## src/hw/rtl/assert_macros.svh

```systemverilog
// Assertion macros shared by the find-and-replace RTL.
// Depends on nothing; each macro expands to one concurrent assertion.
`ifndef ASSERT_MACROS_SVH
`define ASSERT_MACROS_SVH

// Property checked at every rising clock edge outside reset.
`define ASSERT_PROP(label, clk, rst_n, prop) \
	label: assert property (@(posedge clk) disable iff (!rst_n) (prop)) \
		else $error("assertion failed");

// Condition that must never hold outside reset.
`define ASSERT_NEVER(label, clk, rst_n, expr) \
	`ASSERT_PROP(label, clk, rst_n, !(expr))

`endif

```

## src/hw/rtl/sfr_pkg.sv

```systemverilog
// Package for the streaming find-and-replace core: sizes, register indexes and types.
// Used by every module of the block; depends on nothing.
package sfr_pkg;

	localparam int PATTERN_MAX = 8;
	localparam int REPLACE_MAX = 16;

	localparam int PAT_CAP = (PATTERN_MAX < 8) ? PATTERN_MAX : 8;
	localparam int REP_CAP = (REPLACE_MAX < 16) ? REPLACE_MAX : 16;

	localparam int PAT_BYTES = 8;
	localparam int REP_BYTES = 16;

	localparam int FILL_W = $clog2(PAT_CAP + 1);
	localparam int LIDX_W = (PAT_CAP > 1) ? $clog2(PAT_CAP) : 1;
	localparam int RLEN_W = $clog2(REP_CAP + 1);
	localparam int RIDX_W = $clog2(REP_BYTES);
	localparam int JLEN_W = $clog2(REP_CAP + PAT_CAP + 1);

	localparam int FIFO_DEPTH = 4;
	localparam int PTR_W = $clog2(FIFO_DEPTH);
	localparam int CNT_W = $clog2(FIFO_DEPTH + 1);

	localparam int CFG_IDX_W = 3;
	localparam int CFG_DATA_W = 64;

	localparam logic [CFG_IDX_W-1:0] REG_PATTERN_LENGTH = 3'd0;
	localparam logic [CFG_IDX_W-1:0] REG_PATTERN_BYTES = 3'd1;
	localparam logic [CFG_IDX_W-1:0] REG_REPLACEMENT_LENGTH = 3'd2;
	localparam logic [CFG_IDX_W-1:0] REG_REPLACEMENT_LOW = 3'd3;
	localparam logic [CFG_IDX_W-1:0] REG_REPLACEMENT_HIGH = 3'd4;

	typedef struct packed {
		logic [FILL_W-1:0] plen;
		logic [PAT_BYTES-1:0][7:0] pattern;
		logic [RLEN_W-1:0] rlen;
		logic [REP_BYTES-1:0][7:0] repl;
	} cfg_t;

	typedef struct packed {
		logic [RLEN_W-1:0] rep_len;
		logic [JLEN_W-1:0] len;
		logic last;
		logic [PAT_CAP-1:0][7:0] lit;
	} job_t;

endpackage

```

## src/hw/rtl/sfr_front.sv

```systemverilog
// Front end: accepts input beats, keeps the pending-byte window and matches the pattern.
// An accepted beat with bytes to emit becomes one back-end job. Depends on sfr_pkg.
`include "assert_macros.svh"

module sfr_front (
	input  logic clk,
	input  logic arst_n,
	input  logic data_valid,
	output logic data_stall,
	input  logic [7:0] data_byte,
	input  logic end_of_string,
	input  sfr_pkg::cfg_t cfg,
	input  logic fifo_full,
	output logic push,
	output sfr_pkg::job_t job
);
	import sfr_pkg::*;

	logic [PAT_CAP-1:0][7:0] win_q;
	logic [FILL_W-1:0] fill_q;

	logic [PAT_CAP-1:0][7:0] nw;
	logic [PAT_CAP-1:0][7:0] rem;
	logic [FILL_W-1:0] nfill;
	logic [FILL_W-1:0] drop;
	logic [FILL_W-1:0] remfill;
	logic [FILL_W-1:0] lcnt;
	logic check;
	logic match;
	logic hit;
	logic emit_one;
	logic accept;

	assign data_stall = fifo_full;
	assign accept = data_valid && !data_stall;

	always_comb begin
		for (int i = 0; i < PAT_CAP; i++) begin
			nw[i] = (FILL_W'(i) == fill_q) ? data_byte : win_q[i];
		end
		nfill = fill_q + 1'b1;
		check = (nfill >= cfg.plen);
		match = 1'b1;
		for (int i = 0; i < PAT_CAP; i++) begin
			if (FILL_W'(i) < cfg.plen && nw[i] != cfg.pattern[i]) begin
				match = 1'b0;
			end
		end
		hit = check && match;
		emit_one = check && !match;
		drop = hit ? cfg.plen : (emit_one ? FILL_W'(1) : FILL_W'(0));
		rem = nw >> {drop, 3'b000};
		remfill = nfill - drop;
		lcnt = (emit_one ? FILL_W'(1) : FILL_W'(0)) + (end_of_string ? remfill : FILL_W'(0));

		job.rep_len = hit ? cfg.rlen : RLEN_W'(0);
		job.len = JLEN_W'(job.rep_len) + JLEN_W'(lcnt);
		job.last = end_of_string;
		job.lit = hit ? rem : nw;
		push = accept && (job.len != JLEN_W'(0));
	end

	always_ff @(posedge clk or negedge arst_n) begin
		if (!arst_n) begin
			fill_q <= '0;
		end else if (accept) begin
			fill_q <= end_of_string ? FILL_W'(0) : remfill;
		end
	end

	always_ff @(posedge clk) begin
		if (accept) begin
			win_q <= rem;
		end
	end

	`ASSERT_NEVER(a_fill_range, clk, arst_n, fill_q > FILL_W'(PAT_CAP - 1))

endmodule

```

## src/hw/rtl/sfr_job_fifo.sv

```systemverilog
// Short job queue between the front end and the back end.
// Holds job_t entries with a combinational head. Depends on sfr_pkg.
`include "assert_macros.svh"

module sfr_job_fifo (
	input  logic clk,
	input  logic arst_n,
	input  logic push,
	input  sfr_pkg::job_t push_job,
	input  logic pop,
	output sfr_pkg::job_t head,
	output logic full,
	output logic empty
);
	import sfr_pkg::*;

	job_t mem_q [FIFO_DEPTH];
	logic [PTR_W-1:0] wr_ptr_q;
	logic [PTR_W-1:0] rd_ptr_q;
	logic [CNT_W-1:0] count_q;

	assign head = mem_q[rd_ptr_q];
	assign full = (count_q == CNT_W'(FIFO_DEPTH));
	assign empty = (count_q == CNT_W'(0));

	always_ff @(posedge clk or negedge arst_n) begin
		if (!arst_n) begin
			wr_ptr_q <= '0;
			rd_ptr_q <= '0;
			count_q <= '0;
		end else begin
			if (push) begin
				wr_ptr_q <= (wr_ptr_q == PTR_W'(FIFO_DEPTH - 1)) ? PTR_W'(0) : wr_ptr_q + 1'b1;
			end
			if (pop) begin
				rd_ptr_q <= (rd_ptr_q == PTR_W'(FIFO_DEPTH - 1)) ? PTR_W'(0) : rd_ptr_q + 1'b1;
			end
			if (push && !pop) begin
				count_q <= count_q + 1'b1;
			end else if (pop && !push) begin
				count_q <= count_q - 1'b1;
			end
		end
	end

	always_ff @(posedge clk) begin
		if (push) begin
			mem_q[wr_ptr_q] <= push_job;
		end
	end

	`ASSERT_NEVER(a_no_overflow, clk, arst_n, push && full)
	`ASSERT_NEVER(a_no_underflow, clk, arst_n, pop && empty)
	`ASSERT_NEVER(a_count_range, clk, arst_n, count_q > CNT_W'(FIFO_DEPTH))

endmodule

```

## src/hw/rtl/sfr_back.sv

```systemverilog
// Back end: walks the head job byte by byte into the output register.
// Replacement bytes come first, then the literal bytes of the job. Depends on sfr_pkg.
`include "assert_macros.svh"

module sfr_back (
	input  logic clk,
	input  logic arst_n,
	input  sfr_pkg::cfg_t cfg,
	input  sfr_pkg::job_t head,
	input  logic empty,
	output logic pop,
	output logic result_valid,
	input  logic result_stall,
	output logic [7:0] out_byte,
	output logic run_last,
	output logic string_done
);
	import sfr_pkg::*;

	logic [JLEN_W-1:0] pos_q;
	logic out_valid_q;
	logic [7:0] out_byte_q;
	logic run_last_q;
	logic string_done_q;

	logic load;
	logic step;
	logic fin;
	logic rep_phase;
	logic [LIDX_W-1:0] lidx;
	logic [JLEN_W-1:0] ldiff;
	logic [7:0] cur_byte;

	always_comb begin
		load = !out_valid_q || !result_stall;
		step = load && !empty;
		fin = (pos_q + 1'b1 == head.len);
		pop = step && fin;
		rep_phase = (pos_q < JLEN_W'(head.rep_len));
		ldiff = pos_q - JLEN_W'(head.rep_len);
		lidx = ldiff[LIDX_W-1:0];
		cur_byte = rep_phase ? cfg.repl[pos_q[RIDX_W-1:0]] : head.lit[lidx];
	end

	always_ff @(posedge clk or negedge arst_n) begin
		if (!arst_n) begin
			pos_q <= '0;
			out_valid_q <= 1'b0;
		end else begin
			if (step) begin
				pos_q <= fin ? JLEN_W'(0) : pos_q + 1'b1;
			end
			if (load) begin
				out_valid_q <= step;
			end
		end
	end

	always_ff @(posedge clk) begin
		if (step) begin
			out_byte_q <= cur_byte;
			run_last_q <= fin;
			string_done_q <= fin && head.last;
		end
	end

	assign result_valid = out_valid_q;
	assign out_byte = out_byte_q;
	assign run_last = run_last_q;
	assign string_done = string_done_q;

	`ASSERT_PROP(a_pos_in_job, clk, arst_n, !empty |-> (pos_q < head.len))
	`ASSERT_PROP(a_pos_restart, clk, arst_n, pop |=> (pos_q == JLEN_W'(0)))

endmodule

```

## src/hw/rtl/stream_find_replace_core.sv

```systemverilog
// Top level of the streaming find-and-replace core: configuration registers and wiring.
// Depends on sfr_pkg, sfr_front, sfr_job_fifo and sfr_back.
//
// Channel   Signals                                           Beat moves
// input     data_valid, data_stall, data_byte, end_of_string  one string byte
// output    result_valid, result_stall, out_byte, ...         one rewritten byte
// config    cfg_valid, cfg_ready, cfg_index, cfg_data         one register write
//
// A plain byte passes a queue entry and the output register; unless stalled, input and
// output each move one beat per cycle. A matched run leaves as replacement_length beats,
// and a string's last byte adds one per pending byte; the output register paces them.
// A four-entry job queue lets the input side run ahead while the output side is stalled.
// Reset empties the window and the queue and loads the register defaults at once.
module stream_find_replace_core (
	input  logic clk,
	input  logic arst_n,
	input  logic data_valid,
	output logic data_stall,
	input  logic [7:0] data_byte,
	input  logic end_of_string,
	output logic result_valid,
	input  logic result_stall,
	output logic [7:0] out_byte,
	output logic run_last,
	output logic string_done,
	input  logic cfg_valid,
	output logic cfg_ready,
	input  logic [sfr_pkg::CFG_IDX_W-1:0] cfg_index,
	input  logic [sfr_pkg::CFG_DATA_W-1:0] cfg_data
);
	import sfr_pkg::*;

	logic [3:0] plen_q;
	logic [63:0] pattern_q;
	logic [4:0] rlen_q;
	logic [63:0] repl_low_q;
	logic [63:0] repl_high_q;

	cfg_t cfg;
	job_t push_job;
	job_t head;
	logic push;
	logic pop;
	logic full;
	logic empty;

	assign cfg_ready = 1'b1;

	always_ff @(posedge clk or negedge arst_n) begin
		if (!arst_n) begin
			plen_q <= 4'd1;
			pattern_q <= '0;
			rlen_q <= '0;
			repl_low_q <= '0;
			repl_high_q <= '0;
		end else if (cfg_valid && cfg_ready) begin
			unique case (cfg_index)
				REG_PATTERN_LENGTH: begin
					plen_q <= cfg_data[3:0];
				end
				REG_PATTERN_BYTES: begin
					pattern_q <= cfg_data;
				end
				REG_REPLACEMENT_LENGTH: begin
					rlen_q <= cfg_data[4:0];
				end
				REG_REPLACEMENT_LOW: begin
					repl_low_q <= cfg_data;
				end
				REG_REPLACEMENT_HIGH: begin
					repl_high_q <= cfg_data;
				end
				default: begin
				end
			endcase
		end
	end

	always_comb begin
		if (plen_q == 4'd0) begin
			cfg.plen = FILL_W'(1);
		end else if (plen_q > 4'(PAT_CAP)) begin
			cfg.plen = FILL_W'(PAT_CAP);
		end else begin
			cfg.plen = FILL_W'(plen_q);
		end
		cfg.rlen = (rlen_q > 5'(REP_CAP)) ? RLEN_W'(REP_CAP) : RLEN_W'(rlen_q);
		cfg.pattern = pattern_q;
		cfg.repl = {repl_high_q, repl_low_q};
	end

	sfr_front u_front (
		.clk(clk),
		.arst_n(arst_n),
		.data_valid(data_valid),
		.data_stall(data_stall),
		.data_byte(data_byte),
		.end_of_string(end_of_string),
		.cfg(cfg),
		.fifo_full(full),
		.push(push),
		.job(push_job)
	);

	sfr_job_fifo u_fifo (
		.clk(clk),
		.arst_n(arst_n),
		.push(push),
		.push_job(push_job),
		.pop(pop),
		.head(head),
		.full(full),
		.empty(empty)
	);

	sfr_back u_back (
		.clk(clk),
		.arst_n(arst_n),
		.cfg(cfg),
		.head(head),
		.empty(empty),
		.pop(pop),
		.result_valid(result_valid),
		.result_stall(result_stall),
		.out_byte(out_byte),
		.run_last(run_last),
		.string_done(string_done)
	);

endmodule
```

## config.mk

```make
export PLATFORM = sky130hd
export DESIGN_NAME = stream_find_replace_core
export DESIGN_NICKNAME = d
export VERILOG_FILES = /design/src/hw/rtl/sfr_pkg.sv /design/src/hw/rtl/sfr_front.sv /design/src/hw/rtl/sfr_job_fifo.sv /design/src/hw/rtl/sfr_back.sv /design/src/hw/rtl/stream_find_replace_core.sv
export VERILOG_INCLUDE_DIRS = /design/src /design/src/hw/rtl
export SDC_FILE = /design/constraint.sdc
export NUM_CORES = 1
export LEC_CHECK = 0
export BUFFER_PORTS_ARGS = -buffer_cell sky130_fd_sc_hd__buf_4
export CORE_UTILIZATION = 53
export DETAILED_ROUTE_END_ITERATION = 16
export PLACE_DENSITY = 0.72
export SLEW_MARGIN = 20
export SYNTH_ARGS = -nofsm -noshare
export SYNTH_HDL_FRONTEND = slang
export SYNTH_HIERARCHICAL = 1
export SYNTH_SLANG_ARGS = --single-unit
```

## constraint.sdc

```tcl
create_clock -name clk -period 7.05 [get_ports clk]
set_input_delay 0.3525 -clock clk [delete_from_list [all_inputs] [get_ports clk]]
set_output_delay 0.3525 -clock clk [all_outputs]
set_load 0.02 [all_outputs]
```

======== Word level (Yosys, flattened, before mapping) ========
Memories as Yosys holds them, arrays and structs flattened.
Index checks and enable logic that the tools add are counted.
operators by class
  shift-type cells ........................ 1
  multiplexer cells ....................... 37
  reductions and logical operators ........ 36
  equal/unequal tests ..................... 23
  add/subtract/negate cells ............... 10
  $lt $le $gt $ge ......................... 14
operators by type and width
  operator                                              count
  2-to-1 mux 8 bit                                      11
  2-to-1 mux 64 bit                                     1
  != test 8 bit                                         8
  right shift 64 x 7 -> 64 bit                          1
  binary-select mux 8 bit (select 4 bit)                1
  binary-select mux 8 bit (select 3 bit)                1
  2-to-1 mux 4 bit                                      5
  logical AND 1 bit                                     17
  equality test 3 x 4 -> 1 bit (first input constant)   4
  < comparator 3 x 4 -> 1 bit (first input constant)    4
  2-to-1 mux 5 bit                                      3
  2-to-1 mux 1 bit                                      11
  AND reduction 2 bit                                   5
  equality test 2 x 4 -> 1 bit (first input constant)   2
  zero test 4 bit                                       2
  < comparator 1 x 4 -> 1 bit (first input constant)    2
  < comparator 2 x 4 -> 1 bit (first input constant)    2
  zero test 1 bit                                       7
  equality test 3 x 2 -> 1 bit (second input constant)  2
  equality test 3 bit (second input constant)           2
  zero test 3 bit                                       2
  2-to-1 mux 3 bit                                      2
  adder 5 x 1 -> 5 bit (second input constant)          1
  adder 5 x 4 -> 5 bit                                  1
  other kinds (21)                                      24
storage, ports and cells
  flip-flop bits (word level) ............. 292
  output and inout port bits .............. 13
  logic and storage cells ................. 144
  memories ................................ 1
  bits in writable memories ............... 300
memories
  name          words  bits a word  read ports  clocked after Yosys merged registers in  write ports  line                RTL
  u_fifo.mem_q  4      75           1           0                                        1            sfr_job_fifo.sv:17  job_t mem_q [FIFO_DEPTH];

======== Logic depth before layout (Yosys ltp) ========
  depth after elaboration ................. 27
  mapped depth ............................ 30

======== By module ========
The synthesis kept the hierarchy.
by module, submodules not included
  module                    cells each  times used  area each (um^2)
  sfr_job_fifo              429         1           11262.1
  sfr_front                 886         1           7947.6
  stream_find_replace_core  440         1           7608.5
  sfr_back                  172         1           2508.7

======== Least setup slack after synthesis ========
No wires, ideal clock.
  path kind ............................... flip-flop to flip-flop
  start point ............................. reg u_front.fill_q[0]
  end point ............................... mem u_fifo/mem_q[3][0] in the netlist's numbering, enable pin
  stages on the path, launching flop included .. 22
  arrival ................................. 7.157 ns
  setup slack ............................. -0.549 ns
  period minus slack after synthesis ...... 7.599 ns
  buffers on the path ..................... 2
  data required time ...................... 6.608 ns
  library setup time ...................... 0.442 ns
  path through ............................ dfrtp_1 -> inv_1 -> ha_1 -> nor3b_4 -> mux2i_1 -> xor2_1 -> nand3_1 -> or4_4 -> a211oi_4 -> a41oi_4 -> buf_2 -> buf_2 -> ha_1 -> fa_1 -> nor2b_1 -> ha_1 -> fa_1 -> a21o_1 -> a21oi_1 -> xnor2_1 -> o21a_1 -> and2_1
RTL lines
  element                 line                RTL
  start, declared         sfr_front.sv:20     logic [FILL_W-1:0] fill_q;
  start signal, assigned  sfr_front.sv:67     fill_q <= end_of_string ? FILL_W'(0) : remfill;
  end, declared           sfr_job_fifo.sv:17

==> results.json <==
{
  "setup_violations": 0,
  "syn_avg_cell_area_sq_um": 15.2,
  "dp_slack_ns": -0.00747,
  "worstPathRequired_ns": 7.59,
  "layout_commonest_cell": "edfxtp_1",
  "syn_to_final_growth_pct": 14.9,
  "final_cell_mix": "374 x edfxtp_1, 214 x dfrtp_1, 184 x buf_4",
  "clk_latency_ns": 0.66,
  "io_pins": 94,
  "cts_buffers": 59,
  "antenna_found_initial": 1,
  "syn-cell-area_sq_um": 29300,
  "fillers": 3938,
  "clockBufferDepth": 3,
  "grt_pass1_vias": 18500,
  "power_density_nw_per_um2": 521,
  "p_leak_nw": 12.8,
  "num-nets-final": 2238,
  "drive_gt1_share_pct": 27.3,
  "yosysSeqAreaShare_pct": 56.9,
  "post_dp_cell_area_sq_um": 30800,
  "critPathMaxFanout": 11,
  "path_clk_slew_ns": 0.06,
  "synth_top_area_cell": "edfxtp_1",
  "routedWlPerCell_microns": 28.5,
  "routed_wl_microns": 81800,
  "start_kind": "register",
  "drv_cap": 0,
  "crit_start": "u_front/fill_q[2]",
  "overflow": 0,
  "max_freq_mhz": 147,
  "synthTopCellsByArea": "edfxtp_1 38%, dfrtp_1 19%, mux4_2 7.8%, mux2_2 5.4%, mux2_1 4.8%",
  "detail_route.first_pass.iterations": 6,
  "clock_skew_ns": 0.0569,
  "power.total_mw": 17.5,
  "htree_levels": 2,
  "fp.dieArea_sq_um": 56300,
  "synthCells": 1927,
  "die_x_microns": 237,
  "yosysWarningCount": 6,
  "coreArea_sq_um": 54200,
  "min_period_ns": 6.79,
  "drc_errors": 0,
  "status": "complete, no violations",
  "cts_tree": "yes",
  "synth_top_flop_cell": "edfxtp_1",
  "vdd_drop_max_mv": 0.359,
  "grt_pass1_wl_microns": 121000,
  "synth_async_sr_flop_share_pct": 36.8,
  "regToRegStartpoint": "u_front/fill_q[2]",
  "dieHeight_microns": 237,
  "syn-num-nets": 2041,
  "vias": 18400,
  "final-max-slew-violation-count": 0,
  "period_share_pct": 96.3,
  "hold_path_class": "primary input to register",
  "arrival_ns": 7.33,
  "cts.sinks": 592,
  "ys_ff_latch": 592,
  "grt_use_total_pct": 29.4,
  "r2r_slack_ns": 0.26,
  "hold_start": "cfg_data[4]",
  "initial_utilization_pct": 54.1,
  "via_per_inst": 6.40,
  "yosysUniqueCellTypes": 89,
  "io_buffers": 92,
  "drt.antenna.violating_nets": 0,
  "place_congestion": 0.987,
  "grt_max_degree": 107,
  "slew_headroom_pct": 26.7,
  "final_hold_viol_count": 0,
  "timing.final.ws_setup_ns": 0.261,
  "dr.first_iter.drc_count": 2013,
  "netlist.area_leader.share_pct": 38.3,
  "dp.final_hpwl_microns": 56600,
  "n_antenna_cell": 0,
  "cts-root-buf": "clkbuf_16",
  "critPathCaptureType": "register",
  "worst_pin_slew_ns": 1.10,
  "synth-edff-count": 374,
  "rows": 85,
  "path_class": "register to register",
  "final_area_sq_um": 33700
}
[cell usage after synthesis (all sizes together) (13+ instances only)]
| master | number |
|---|---|
| mux2i | 139 |
| o221ai | 17 |
| a21oi | 45 |
| a211oi | 20 |
| mux2 | 266 |
| nand3 | 18 |
| nor3 | 22 |
| xnor2 | 34 |
| nor2b | 26 |
| nand2 | 52 |
| edfxtp | 374 |
| o31ai | 13 |
| o21ai | 34 |
| nor2 | 102 |
| clkbuf | 28 |
| dfrtp | 217 |
| o22ai | 48 |
| or3 | 15 |
| inv | 60 |
| buf | 93 |
| and2 | 14 |
| xor2 | 36 |
| ha | 29 |
| mux4 | 123 |
[area by class of cell]
cell class / count / area, sq um / share of cell area [%]
multi-input cells: 1155 / 11700 / 34.7
inverters: 61 / 229 / 0.680
flip-flops and latches: 592 / 16700 / 49.6
repair buffers: 255 / 2160 / 6.40
well taps: 696 / 871 / 2.58
clock inverters: 39 / 489 / 1.45
clock buffers: 72 / 1570 / 4.65
[state kept, by name, summed over array words and instances (netlist names), 2 cells and up]
| register | cells |
|---|---|
| pattern_q | 64 |
| plen_q | 4 |
| repl_high_q | 64 |
| repl_low_q | 64 |
| rlen_q | 5 |
| u_back/out_byte | 8 |
| u_back/pos_q | 5 |
| u_fifo/count_q | 3 |
| u_fifo/mem_q | 300 |
| u_fifo/rd_ptr_q | 2 |
| u_fifo/wr_ptr_q | 2 |
| u_front/fill_q | 4 |
| u_front/win_q | 64 |
[report_power, final]
part	internal (mW)	leakage (nW)	switching [mW]
clock network	1.92	0.980	1.38
registers	5.43	6.08	0.627
logic	3.40	5.76	4.78
total	10.8	12.8	6.79
[metal layers]
| metal | vias up | share of wire, % | global-route usage [%] | routed length (microns) |
|---|---|---|---|---|
| met5 | - | 0 | 0 | 0 |
| met4 | 0 | 3.7 | 10.5 | 3000 |
| met3 | 157 | 7.9 | 4.85 | 6420 |
| met2 | 854 | 46 | 45.5 | 37800 |
| met1 | 9522 | 42 | 42.2 | 34600 |
| li1 | 7847 | - | - | - |
[path summary, 6_finish.rpt]
check                           depth (start not counted)                  to
worst min-delay path                                    2      repl_high_q[4]
min in group asynchronous                               2      repl_low_q[36]
max in group asynchronous                               3  u_fifo/rd_ptr_q[0]
worst max-delay path                                   24   u_fifo/count_q[1]
worst min register to register                          1     repl_high_q[35]
worst max register to register                         24   u_fifo/count_q[1]
[cell families after synthesis]
family          after synthesis  share of synthesized area [%]
compound gates              236                           5.87
other cells                   1                         0.0128
buf+inv                     182                           3.54
fa+ha+maj                    33                           1.51
flops                       592                           56.9
simple gates                284                           5.22
xor+xnor                     71                           2.19
mux                         528                           24.7
[what timing repair did]
action | in CTS | in global routing
setup endpoints to repair | 1 | 223
setup buffers | 1 | 9
pin swaps | 0 | 1
gates cloned | 0 | 2
hold endpoints to repair | 296 | 0
hold buffers | 64 | 0
resized for setup | 0 | 2
[critical path, stage by stage, from the launching register on]
cell and delay (ns):
dfrtp_1 0.47, buf_4 0.24, nor3b_4 0.29, buf_4 0.27, mux2i_1 0.28, xnor2_1 0.10, or4_4 0.57, a211oi_4 0.36
a21oi_4 0.09, or3_1 0.41, ha_1 0.32, a21o_1 0.17, a21oi_1 0.18, xnor2_1 0.15, xor2_1 0.27, xor2_1 0.10
and2_1 0.17, ha_1 0.30, xnor2_1 0.15, or4_1 0.48, o21a_1 0.29, ha_1 0.27, inv_1 0.07, fa_1 0.41
mux2_2 0.27
[stage by stage]
stage,hold slack [ns],instances,util (%),TNS (ns)
floorplan,0.0569,1927,-,0
detailed placement,0.436,2682,56.9,-0.00747
global placement,0.429,2682,56.9,0
CTS,0.00178,2858,61.8,0
finish,0.0240,2870,62.1,0
global route,0.0106,2870,62.1,-0.00345
No activity file was read; power rests on OpenSTA's default activity.
